--- config.mk ---
export PLATFORM = sky130hd
export DESIGN_NAME = lru_key_value_cache_core
export DESIGN_NICKNAME = d
export VERILOG_FILES = /design/src/hdl/kvc_pkg.sv /design/src/hdl/kvc_ram.sv /design/src/hdl/kvc_lru.sv /design/src/hdl/kvc_ctrl.sv /design/src/hdl/lru_key_value_cache_core.sv
export SDC_FILE = /design/constraint.sdc
export NUM_CORES = 2
export LEC_CHECK = 0
export BUFFER_PORTS_ARGS = -buffer_cell sky130_fd_sc_hd__buf_2
export CORE_MARGIN = 2
export CORE_UTILIZATION = 30
export DETAILED_ROUTE_END_ITERATION = 10
export PLACE_DENSITY_LB_ADDON = 0.08
export RECOVER_POWER = 100
export SLEW_MARGIN = 10
export SYNTH_ARGS = -nofsm -noshare
export SYNTH_HDL_FRONTEND = slang
export SYNTH_SLANG_ARGS = --single-unit
--- constraint.sdc ---
create_clock -name i_clk -period 9.6 [get_ports i_clk]
set_input_delay 2.88 -clock i_clk [delete_from_list [all_inputs] [get_ports i_clk]]
set_output_delay 2.88 -clock i_clk [all_outputs]
set_load 0.02 [all_outputs]
--- src/hdl/kvc_pkg.sv ---
package kvc_pkg;

    localparam int ENTRIES    = 16;
    localparam int VALUE_BITS = 32;

    localparam int IDX_W    = $clog2(ENTRIES);
    localparam int CNT_W    = $clog2(ENTRIES + 1);
    localparam int KEY_W    = 64;
    localparam int VAL_W    = 32;
    localparam int STORE_VW = (VALUE_BITS < VAL_W) ? VALUE_BITS : VAL_W;
    localparam int MEM_W    = KEY_W + STORE_VW;
    localparam int CAP_W    = 5;
    localparam int CMP_W    = (CNT_W > CAP_W) ? CNT_W : CAP_W;

    localparam int S_TDATA_W = KEY_W + VAL_W;
    localparam int S_TUSER_W = 1;
    localparam int M_TDATA_W = VAL_W + KEY_W;
    localparam int M_TUSER_W = 3;

    localparam logic [CAP_W-1:0] CAP_RESET = CAP_W'(16);

    localparam logic MODE_INSERT = 1'b0;
    localparam logic MODE_LOOKUP = 1'b1;

    typedef logic [1:0] t_status;
    localparam t_status ST_NEW     = 2'd0;
    localparam t_status ST_UPDATED = 2'd1;
    localparam t_status ST_HIT     = 2'd2;
    localparam t_status ST_MISS    = 2'd3;

    typedef logic [1:0] t_op;
    localparam t_op OP_NONE   = 2'd0;
    localparam t_op OP_TOUCH  = 2'd1;
    localparam t_op OP_INSERT = 2'd2;

    typedef struct packed {
        t_op              op;
        logic [IDX_W-1:0] idx;
        logic             evict;
        logic [IDX_W-1:0] victim;
    } t_lru_cmd;

    typedef struct packed {
        logic             valid;
        logic [IDX_W-1:0] rank;
        logic [CNT_W-1:0] count;
    } t_lru_view;

    function automatic logic [CMP_W-1:0] eff_capacity(input logic [CAP_W-1:0] cap);
        logic [CMP_W-1:0] c;
        c = CMP_W'(cap);
        if (c == '0) begin
            c = CMP_W'(1);
        end
        if (c > CMP_W'(ENTRIES)) begin
            c = CMP_W'(ENTRIES);
        end
        return c;
    endfunction

endpackage

--- src/hdl/kvc_ram.sv ---
module kvc_ram #(
    parameter int DEPTH = 16,
    parameter int WIDTH = 8
) (
    input  logic                     i_clk,
    input  logic                     i_we,
    input  logic [$clog2(DEPTH)-1:0] i_waddr,
    input  logic [WIDTH-1:0]         i_wdata,
    input  logic                     i_re,
    input  logic [$clog2(DEPTH)-1:0] i_raddr,
    output logic [WIDTH-1:0]         o_rdata
);

    logic [WIDTH-1:0] r_mem [DEPTH];
    logic [WIDTH-1:0] r_rdata;

    always_ff @(posedge i_clk) begin
        if (i_we) begin
            r_mem[i_waddr] <= i_wdata;
        end
        if (i_re) begin
            r_rdata <= r_mem[i_raddr];
        end
    end

    assign o_rdata = r_rdata;

endmodule

--- src/hdl/kvc_lru.sv ---
module kvc_lru (
    input  logic                             i_clk,
    input  logic                             i_rst_n,
    input  logic [kvc_pkg::IDX_W-1:0]        i_rd_idx,
    output kvc_pkg::t_lru_view               o_view,
    input  kvc_pkg::t_lru_cmd                i_cmd
);

    logic [kvc_pkg::ENTRIES-1:0]                     r_valid, n_valid;
    logic [kvc_pkg::ENTRIES-1:0][kvc_pkg::IDX_W-1:0] r_rank, n_rank;
    logic [kvc_pkg::CNT_W-1:0]                       r_count, n_count;
    logic [kvc_pkg::IDX_W-1:0]                       touch_rank;

    always_comb begin
        o_view.valid = r_valid[i_rd_idx];
        o_view.rank  = r_rank[i_rd_idx];
        o_view.count = r_count;
    end

    always_comb begin
        logic keep;
        n_valid    = r_valid;
        n_rank     = r_rank;
        n_count    = r_count;
        touch_rank = r_rank[i_cmd.idx];
        keep       = 1'b0;
        unique case (i_cmd.op)
            kvc_pkg::OP_TOUCH: begin
                for (int i = 0; i < kvc_pkg::ENTRIES; i++) begin
                    if (r_valid[i] && kvc_pkg::IDX_W'(i) != i_cmd.idx
                        && r_rank[i] < touch_rank) begin
                        n_rank[i] = r_rank[i] + 1'b1;
                    end
                end
                n_rank[i_cmd.idx] = '0;
            end
            kvc_pkg::OP_INSERT: begin
                for (int i = 0; i < kvc_pkg::ENTRIES; i++) begin
                    keep = r_valid[i] && !(i_cmd.evict && i_cmd.victim == kvc_pkg::IDX_W'(i));
                    if (kvc_pkg::IDX_W'(i) == i_cmd.idx) begin
                        n_valid[i] = 1'b1;
                        n_rank[i]  = '0;
                    end else begin
                        n_valid[i] = keep;
                        if (keep) begin
                            n_rank[i] = r_rank[i] + 1'b1;
                        end
                    end
                end
                if (!i_cmd.evict) begin
                    n_count = r_count + 1'b1;
                end
            end
            default: begin
            end
        endcase
    end

    always_ff @(posedge i_clk) begin
        if (!i_rst_n) begin
            r_valid <= '0;
            r_rank  <= '0;
            r_count <= '0;
        end else begin
            r_valid <= n_valid;
            r_rank  <= n_rank;
            r_count <= n_count;
        end
    end

endmodule

--- src/hdl/kvc_ctrl.sv ---
module kvc_ctrl (
    input  logic                               i_clk,
    input  logic                               i_rst_n,
    input  logic [kvc_pkg::CAP_W-1:0]          i_capacity,
    input  logic                               i_s_valid,
    output logic                               o_s_ready,
    input  logic                               i_mode,
    input  logic [kvc_pkg::KEY_W-1:0]          i_key,
    input  logic [kvc_pkg::VAL_W-1:0]          i_value,
    output logic                               o_m_valid,
    input  logic                               i_m_ready,
    output kvc_pkg::t_status                   o_status,
    output logic [kvc_pkg::VAL_W-1:0]          o_value_res,
    output logic                               o_evicted,
    output logic [kvc_pkg::KEY_W-1:0]          o_evicted_key,
    output logic                               o_ram_we,
    output logic [kvc_pkg::IDX_W-1:0]          o_ram_waddr,
    output logic [kvc_pkg::MEM_W-1:0]          o_ram_wdata,
    output logic                               o_ram_re,
    output logic [kvc_pkg::IDX_W-1:0]          o_ram_raddr,
    input  logic [kvc_pkg::MEM_W-1:0]          i_ram_rdata,
    output logic [kvc_pkg::IDX_W-1:0]          o_lru_rd_idx,
    input  kvc_pkg::t_lru_view                 i_lru_view,
    output kvc_pkg::t_lru_cmd                  o_lru_cmd
);

    localparam logic [1:0] S_IDLE   = 2'd0;
    localparam logic [1:0] S_SCAN   = 2'd1;
    localparam logic [1:0] S_DRAIN  = 2'd2;
    localparam logic [1:0] S_COMMIT = 2'd3;

    logic [1:0]                    r_state, n_state;
    logic [kvc_pkg::IDX_W-1:0]     r_addr;
    logic                          r_rd_vld;
    logic [kvc_pkg::IDX_W-1:0]     r_rd_idx;
    logic                          r_mode;
    logic [kvc_pkg::KEY_W-1:0]     r_key;
    logic [kvc_pkg::STORE_VW-1:0]  r_val;
    logic                          r_hit;
    logic [kvc_pkg::IDX_W-1:0]     r_hit_idx;
    logic [kvc_pkg::STORE_VW-1:0]  r_hit_val;
    logic                          r_free_found;
    logic [kvc_pkg::IDX_W-1:0]     r_free_idx;
    logic [kvc_pkg::IDX_W-1:0]     r_vic_idx;
    logic [kvc_pkg::KEY_W-1:0]     r_vic_key;
    logic                          r_out_valid;
    kvc_pkg::t_status              r_out_status;
    logic [kvc_pkg::VAL_W-1:0]     r_out_value;
    logic                          r_out_evicted;
    logic [kvc_pkg::KEY_W-1:0]     r_out_evkey;

    logic                          s_fire;
    logic [kvc_pkg::KEY_W-1:0]     rd_key;
    logic [kvc_pkg::STORE_VW-1:0]  rd_val;
    logic                          is_match;
    logic                          is_free;
    logic                          is_victim;
    logic                          do_evict;
    logic                          out_free;
    logic                          commit;
    logic [kvc_pkg::IDX_W-1:0]     slot;
    logic                          is_insert;
    kvc_pkg::t_status              res_status;
    logic [kvc_pkg::VAL_W-1:0]     res_value;
    logic                          res_evicted;
    logic [kvc_pkg::KEY_W-1:0]     res_evkey;

    assign o_s_ready = (r_state == S_IDLE);
    assign s_fire    = i_s_valid && o_s_ready;

    assign o_ram_re     = (r_state == S_SCAN);
    assign o_ram_raddr  = r_addr;
    assign o_lru_rd_idx = r_rd_idx;

    assign rd_key = i_ram_rdata[kvc_pkg::KEY_W-1:0];
    assign rd_val = i_ram_rdata[kvc_pkg::MEM_W-1:kvc_pkg::KEY_W];

    assign is_match  = r_rd_vld && i_lru_view.valid && (rd_key == r_key);
    assign is_free   = r_rd_vld && !i_lru_view.valid;
    assign is_victim = r_rd_vld && i_lru_view.valid
                       && (kvc_pkg::CNT_W'(i_lru_view.rank)
                           == i_lru_view.count - kvc_pkg::CNT_W'(1));

    assign do_evict  = kvc_pkg::CMP_W'(i_lru_view.count) >= kvc_pkg::eff_capacity(i_capacity);
    assign out_free  = !r_out_valid || i_m_ready;
    assign commit    = (r_state == S_COMMIT) && out_free;
    assign is_insert = (r_mode == kvc_pkg::MODE_INSERT);

    always_comb begin
        if (do_evict && (!r_free_found || r_vic_idx < r_free_idx)) begin
            slot = r_vic_idx;
        end else begin
            slot = r_free_idx;
        end
    end

    always_comb begin
        o_lru_cmd.op     = kvc_pkg::OP_NONE;
        o_lru_cmd.idx    = slot;
        o_lru_cmd.evict  = do_evict;
        o_lru_cmd.victim = r_vic_idx;
        if (commit) begin
            if (r_hit) begin
                o_lru_cmd.op  = kvc_pkg::OP_TOUCH;
                o_lru_cmd.idx = r_hit_idx;
            end else if (is_insert) begin
                o_lru_cmd.op  = kvc_pkg::OP_INSERT;
            end
        end
    end

    assign o_ram_we    = commit && is_insert;
    assign o_ram_waddr = r_hit ? r_hit_idx : slot;
    assign o_ram_wdata = {r_val, r_key};

    always_comb begin
        res_value   = '0;
        res_evicted = 1'b0;
        res_evkey   = '0;
        if (!is_insert) begin
            res_status = r_hit ? kvc_pkg::ST_HIT : kvc_pkg::ST_MISS;
            if (r_hit) begin
                res_value = kvc_pkg::VAL_W'(r_hit_val);
            end
        end else begin
            res_status = r_hit ? kvc_pkg::ST_UPDATED : kvc_pkg::ST_NEW;
            if (!r_hit && do_evict) begin
                res_evicted = 1'b1;
                res_evkey   = r_vic_key;
            end
        end
    end

    always_comb begin
        n_state = r_state;
        unique case (r_state)
            S_IDLE:   if (s_fire) n_state = S_SCAN;
            S_SCAN:   if (r_addr == kvc_pkg::IDX_W'(kvc_pkg::ENTRIES - 1)) n_state = S_DRAIN;
            S_DRAIN:  n_state = S_COMMIT;
            S_COMMIT: if (out_free) n_state = S_IDLE;
        endcase
    end

    always_ff @(posedge i_clk) begin
        if (!i_rst_n) begin
            r_state      <= S_IDLE;
            r_rd_vld     <= 1'b0;
            r_hit        <= 1'b0;
            r_free_found <= 1'b0;
            r_out_valid  <= 1'b0;
        end else begin
            r_state  <= n_state;
            r_rd_vld <= (r_state == S_SCAN);
            if (s_fire) begin
                r_hit        <= 1'b0;
                r_free_found <= 1'b0;
            end else begin
                if (is_match) begin
                    r_hit <= 1'b1;
                end
                if (is_free) begin
                    r_free_found <= 1'b1;
                end
            end
            if (commit) begin
                r_out_valid <= 1'b1;
            end else if (i_m_ready) begin
                r_out_valid <= 1'b0;
            end
        end
    end

    always_ff @(posedge i_clk) begin
        r_rd_idx <= r_addr;
        if (s_fire) begin
            r_mode <= i_mode;
            r_key  <= i_key;
            r_val  <= i_value[kvc_pkg::STORE_VW-1:0];
            r_addr <= '0;
        end else if (r_state == S_SCAN) begin
            r_addr <= r_addr + 1'b1;
        end
        if (is_match) begin
            r_hit_idx <= r_rd_idx;
            r_hit_val <= rd_val;
        end
        if (is_free && !r_free_found) begin
            r_free_idx <= r_rd_idx;
        end
        if (is_victim) begin
            r_vic_idx <= r_rd_idx;
            r_vic_key <= rd_key;
        end
        if (commit) begin
            r_out_status  <= res_status;
            r_out_value   <= res_value;
            r_out_evicted <= res_evicted;
            r_out_evkey   <= res_evkey;
        end
    end

    assign o_m_valid     = r_out_valid;
    assign o_status      = r_out_status;
    assign o_value_res   = r_out_value;
    assign o_evicted     = r_out_evicted;
    assign o_evicted_key = r_out_evkey;

endmodule

--- src/hdl/lru_key_value_cache_core.sv ---
// Fully associative 16-entry key/value cache with least-recently-used replacement. Each
// input transfer is an insert (tuser 0) or a lookup (tuser 1) of a 64-bit key, and gives
// exactly one result transfer. Keys and values sit in a single-port-read synchronous memory
// that is scanned one entry per cycle, while valid bits, recency ranks and the fill count sit
// in flip-flops that reset clears at once, so there is no clearing pass after reset. One item
// is in work at a time: each input transfer starts a scan that reads all 16 memory entries,
// a drain state waits for the last read, and a commit state writes the item back and
// registers its result; the next item is taken once the block is back in idle, so the
// block does not take a new item before it is through with the last. The writeback of an
// item lands before the next item's scan begins. A result waiting in the output register
// does not block the next item's scan, only its writeback. Capacity is written over the
// cfg channel, always ready; the user must write it only while the block is idle, as the
// block itself does not enforce this; zero acts as one and values above 16 act as 16.
module lru_key_value_cache_core (
    input  logic                              i_clk,
    input  logic                              i_rst_n,
    input  logic                              s_axis_tvalid,
    output logic                              s_axis_tready,
    input  logic [kvc_pkg::S_TDATA_W-1:0]     s_axis_tdata,   // key, value
    input  logic [kvc_pkg::S_TUSER_W-1:0]     s_axis_tuser,   // mode
    output logic                              m_axis_tvalid,
    input  logic                              m_axis_tready,
    output logic [kvc_pkg::M_TDATA_W-1:0]     m_axis_tdata,   // value_res, evicted_key
    output logic [kvc_pkg::M_TUSER_W-1:0]     m_axis_tuser,   // status, evicted
    input  logic                              i_cfg_valid,
    output logic                              o_cfg_ready,
    input  logic [kvc_pkg::CAP_W-1:0]         i_cfg_data      // capacity
);

    logic [kvc_pkg::CAP_W-1:0]  r_capacity;

    logic                       ram_we;
    logic [kvc_pkg::IDX_W-1:0]  ram_waddr;
    logic [kvc_pkg::MEM_W-1:0]  ram_wdata;
    logic                       ram_re;
    logic [kvc_pkg::IDX_W-1:0]  ram_raddr;
    logic [kvc_pkg::MEM_W-1:0]  ram_rdata;

    logic [kvc_pkg::IDX_W-1:0]  lru_rd_idx;
    kvc_pkg::t_lru_view         lru_view;
    kvc_pkg::t_lru_cmd          lru_cmd;

    kvc_pkg::t_status           status;
    logic [kvc_pkg::VAL_W-1:0]  value_res;
    logic                       evicted;
    logic [kvc_pkg::KEY_W-1:0]  evicted_key;

    assign o_cfg_ready = 1'b1;

    always_ff @(posedge i_clk) begin
        if (!i_rst_n) begin
            r_capacity <= kvc_pkg::CAP_RESET;
        end else if (i_cfg_valid && o_cfg_ready) begin
            r_capacity <= i_cfg_data;
        end
    end

    kvc_ram #(
        .DEPTH (kvc_pkg::ENTRIES),
        .WIDTH (kvc_pkg::MEM_W)
    ) u_ram (
        .i_clk   (i_clk),
        .i_we    (ram_we),
        .i_waddr (ram_waddr),
        .i_wdata (ram_wdata),
        .i_re    (ram_re),
        .i_raddr (ram_raddr),
        .o_rdata (ram_rdata)
    );

    kvc_lru u_lru (
        .i_clk    (i_clk),
        .i_rst_n  (i_rst_n),
        .i_rd_idx (lru_rd_idx),
        .o_view   (lru_view),
        .i_cmd    (lru_cmd)
    );

    kvc_ctrl u_ctrl (
        .i_clk         (i_clk),
        .i_rst_n       (i_rst_n),
        .i_capacity    (r_capacity),
        .i_s_valid     (s_axis_tvalid),
        .o_s_ready     (s_axis_tready),
        .i_mode        (s_axis_tuser[0]),
        .i_key         (s_axis_tdata[kvc_pkg::KEY_W-1:0]),
        .i_value       (s_axis_tdata[kvc_pkg::S_TDATA_W-1:kvc_pkg::KEY_W]),
        .o_m_valid     (m_axis_tvalid),
        .i_m_ready     (m_axis_tready),
        .o_status      (status),
        .o_value_res   (value_res),
        .o_evicted     (evicted),
        .o_evicted_key (evicted_key),
        .o_ram_we      (ram_we),
        .o_ram_waddr   (ram_waddr),
        .o_ram_wdata   (ram_wdata),
        .o_ram_re      (ram_re),
        .o_ram_raddr   (ram_raddr),
        .i_ram_rdata   (ram_rdata),
        .o_lru_rd_idx  (lru_rd_idx),
        .i_lru_view    (lru_view),
        .o_lru_cmd     (lru_cmd)
    );

    assign m_axis_tdata = {evicted_key, value_res};
    assign m_axis_tuser = {evicted, status};

endmodule

==> impl_results.md <==
* Total CTS buffers at 227
* Setup violations, final at 0
* GRT Overall Usage at 0.176
* Min Tclk post-route at 8.33 ns
* Final ANT Viol Nets at 0
* # Max-Cap Violations at 65
* End of the worst register-to-register path: u_ram.r_mem[9][44]
* LEAKAGE at 28.3 nW
* Hold WC Path Type: flop to flop
* H-tree Lvls at 4
* Hold Buf Count CTS at 0
* Largest net degree at the start of global routing at 118
* Top_reg_cell synth: edfxtp_1
* Crit path kind: input port to flop
* Yosys warns at 0
* Vias in the first global route at 41.9k
* VDD IR-drop max at 196 uV
* CTS tree: yes
* Max Slew Vio Count at 2399
* Required time worst endpoint at 9.90 ns
* Filler-free cell count of the finished design at 7975
* Site row count at 189
* Placed cell area at 86000 um^2
* Hpwl dp at 123000 um
* Synth Cell Area at 80200 um^2
* Port buffer count at 207
* Layout area overhead at 15.5%
* Hold Vio Cnt, Final at 0
* Worst r2r path cells at 9
* Initial antenna violation count at 20
* Starting Density at 0.302
* Total Nets Final at 4441
* CP arrival at 8.62 ns
* Slew Limit Headroom at -2.03
* Clock skew at 0.110 ns
* Reg2reg setup slack at 1.71 ns
* Syn nets at 4096
* DR vias at 39.9k
* DR iter-0 viols at 3632
* Final Cell Area at 92600 um^2
* Asr flop ratio synth at 0
* Die Width at 521 um
* Crit path capture: u_ram.r_mem[9][44]
* Clock root buffer: clkbuf_16
* Die boundary height at 521 um
* Ranking of synthesized cells by area: edfxtp_1, mux4_2, dfxtp_1, ha_1, and2_1
* Sequential area share after synthesis at 0.751
* Worst Max-Slew Pin Slew at 4.55 ns
* Fillers at 24.8k
* PwrDens at 251 nW/um^2
* Crit Path Max Fanout at 89
* Clock transition at the registers of the reported paths at 0.06 ns
* Final WL at 240000 um
* Post-CTS setup repair buffer count at 0
* Syn Inst Count at 3907
* CP Capture Type: flop
* DR WL/cell at 30.1 um
* Num ports at 209
* CTS Sinks at 2040
* Violated checks: max-capacitance violations, max-slew violations
* Drt drc at 0
* Cts repair resizes at 0
* First-pass GRT wire length at 338000 um
* First-pass detailed-route iteration total at 5
* RSZ-0062 raised after global routing: false
* CP Launch Type: input port
* Synth unique cells at 86
* Status: finished, violations left
* Largest area contributor in the netlist: edfxtp_1
* RePlAce Congestion at 0.789
* Grt ovf at 0
* Mean Syn Cell Area at 20.5 um^2
* Register bit total from synthesis at 2040
* Number of flops mapped to enable cells by yosys at 1936
* Worst-Skew Late Latency at 0.90 ns
* Multi-input gate area at 19100 um^2
* Critical Path Source: m_axis_tready
* Layout cell share with drive strength beyond 1 at 0.218
* Core Footprint at 266000 um^2
* Sequential cell area at 60200 um^2
* Commonest cells after routing, fill and taps aside: edfxtp_1, mux4_2, clkbuf_1, clkbuf_16, nand2_1
* Most common cell after layout, fill and taps aside: edfxtp_1
* Critical R2R Launch: u_ctrl.r_vic_idx[3]
* Cells after DPL at 7556
* Die area at 271000 um^2
* Top cell type's share of synthesized area at 0.725
* Clock tree buffer depth at 3
* Routed vias/inst at 5.00
* Final period util at 0.867
* F_max at 0.120 GHz
-- metal layers --
layer,track usage,part of all wire,up-vias
met5,0,0.00011,-
met4,0.0353,0.017,4
met3,0.0236,0.037,298
met2,0.297,0.50,875
met1,0.243,0.45,21800
li1,-,-,17000
-- synth_stat cells (all sizes together), types with 21 or more instances --
cell,instances
edfxtp,1936
mux4,505
nand2,140
and2,124
clkbuf,123
nor2,112
dfxtp,104
o21ai,85
ha,82
nand4,70
xnor2,69
a21oi,64
nand3,63
buf,61
o211ai,32
inv,31
mux2i,29
nand2b,25
a21o,24
or2,21
-- how the worst min path moves through the flow --
stage | start | endpoint | slack [ns] | cells past startpoint
3_5_place_dp | u_ram.o_rdata[67] | u_ctrl.r_hit_val[3] | 0.41 | 0
4_1_cts | u_ram.o_rdata[73] | u_ctrl.r_hit_val[9] | 0.41 | 0
2_1_floorplan | u_ctrl.o_ram_raddr[2] | u_ctrl.o_lru_rd_idx[2] | 0.33 | 0
3_3_place_gp | u_ram.o_rdata[83] | u_ctrl.r_hit_val[19] | 0.41 | 0
5_1_grt | u_ram.o_rdata[85] | u_ctrl.r_hit_val[21] | 0.42 | 0
6_report | u_ram.o_rdata[73] | u_ctrl.r_hit_val[9] | 0.41 | 0
-- report_power, final --
group          internal (mW)  leakage, nW  switching (mW)
Clock                   4.90         3.56            3.70
Sequential              10.7         18.4           0.642
Combinational           1.40         6.34            1.91
Total                   17.0         28.3            6.25
-- worst max-delay path: stages --
cell	delay (ns)
clkbuf_1	0.16
nand2b_1	0.21
nand2_1	0.19
or4b_2	0.77
nor2_1	1.03
clkbuf_2	3.22
-- area by class of cell --
class / instances / share of cell area
antenna: 3 / 0.0000811
clock buffer: 279 / 0.0635
clock inverter: 137 / 0.0159
inverter: 32 / 0.00135
multi-input combinational: 1651 / 0.206
sequential: 2040 / 0.650
tap: 3533 / 0.0477
timing repair buffer: 300 / 0.0146
-- per-stage QoR --
step | utilization | setup WS (ns) | total power [mW] | TNS (ns) | hold slack, ns
after floorplan | - | -0.587 | 13.4 | -225.50 | 0.329
after global placement | 0.324 | 1.43 | 15.0 | 0 | 0.409
after detailed placement | 0.324 | 1.38 | 14.9 | 0 | 0.408
after CTS | 0.351 | 2.27 | 23.6 | 0 | 0.407
after global routing | 0.349 | 0.880 | 24.2 | 0 | 0.424
final | 0.349 | 1.27 | 23.3 | 0 | 0.414
-- cells by family (layout without fill, tap and decap cells) --
kind of cell,Yosys count,after routing,share of synthesized area
AND/OR/NAND/NOR,610,610,0.0401
adder cells (fa/ha/maj),82,82,0.0128
flip-flops,2040,2040,0.751
multiplexers,538,538,0.146
buffers and inverters,216,748,0.0110
other,1,4,0.0000468
AO/OA/AOI/OAI,345,345,0.0307
XOR/XNOR,75,75,0.00819
-- flip-flops by register name, indices dropped and copies added (netlist names), 16 cells and up --
register and flops:
u_ctrl.o_evicted_key 64, u_ctrl.o_value_res 32, u_ctrl.r_hit_val 32, u_ctrl.r_key 64
u_ctrl.r_val 32, u_ctrl.r_vic_key 64, u_lru.r_rank 64, u_lru.r_valid 16
u_ram.o_rdata 96, u_ram.r_mem 1536
(Power assumes the default switching activity.)
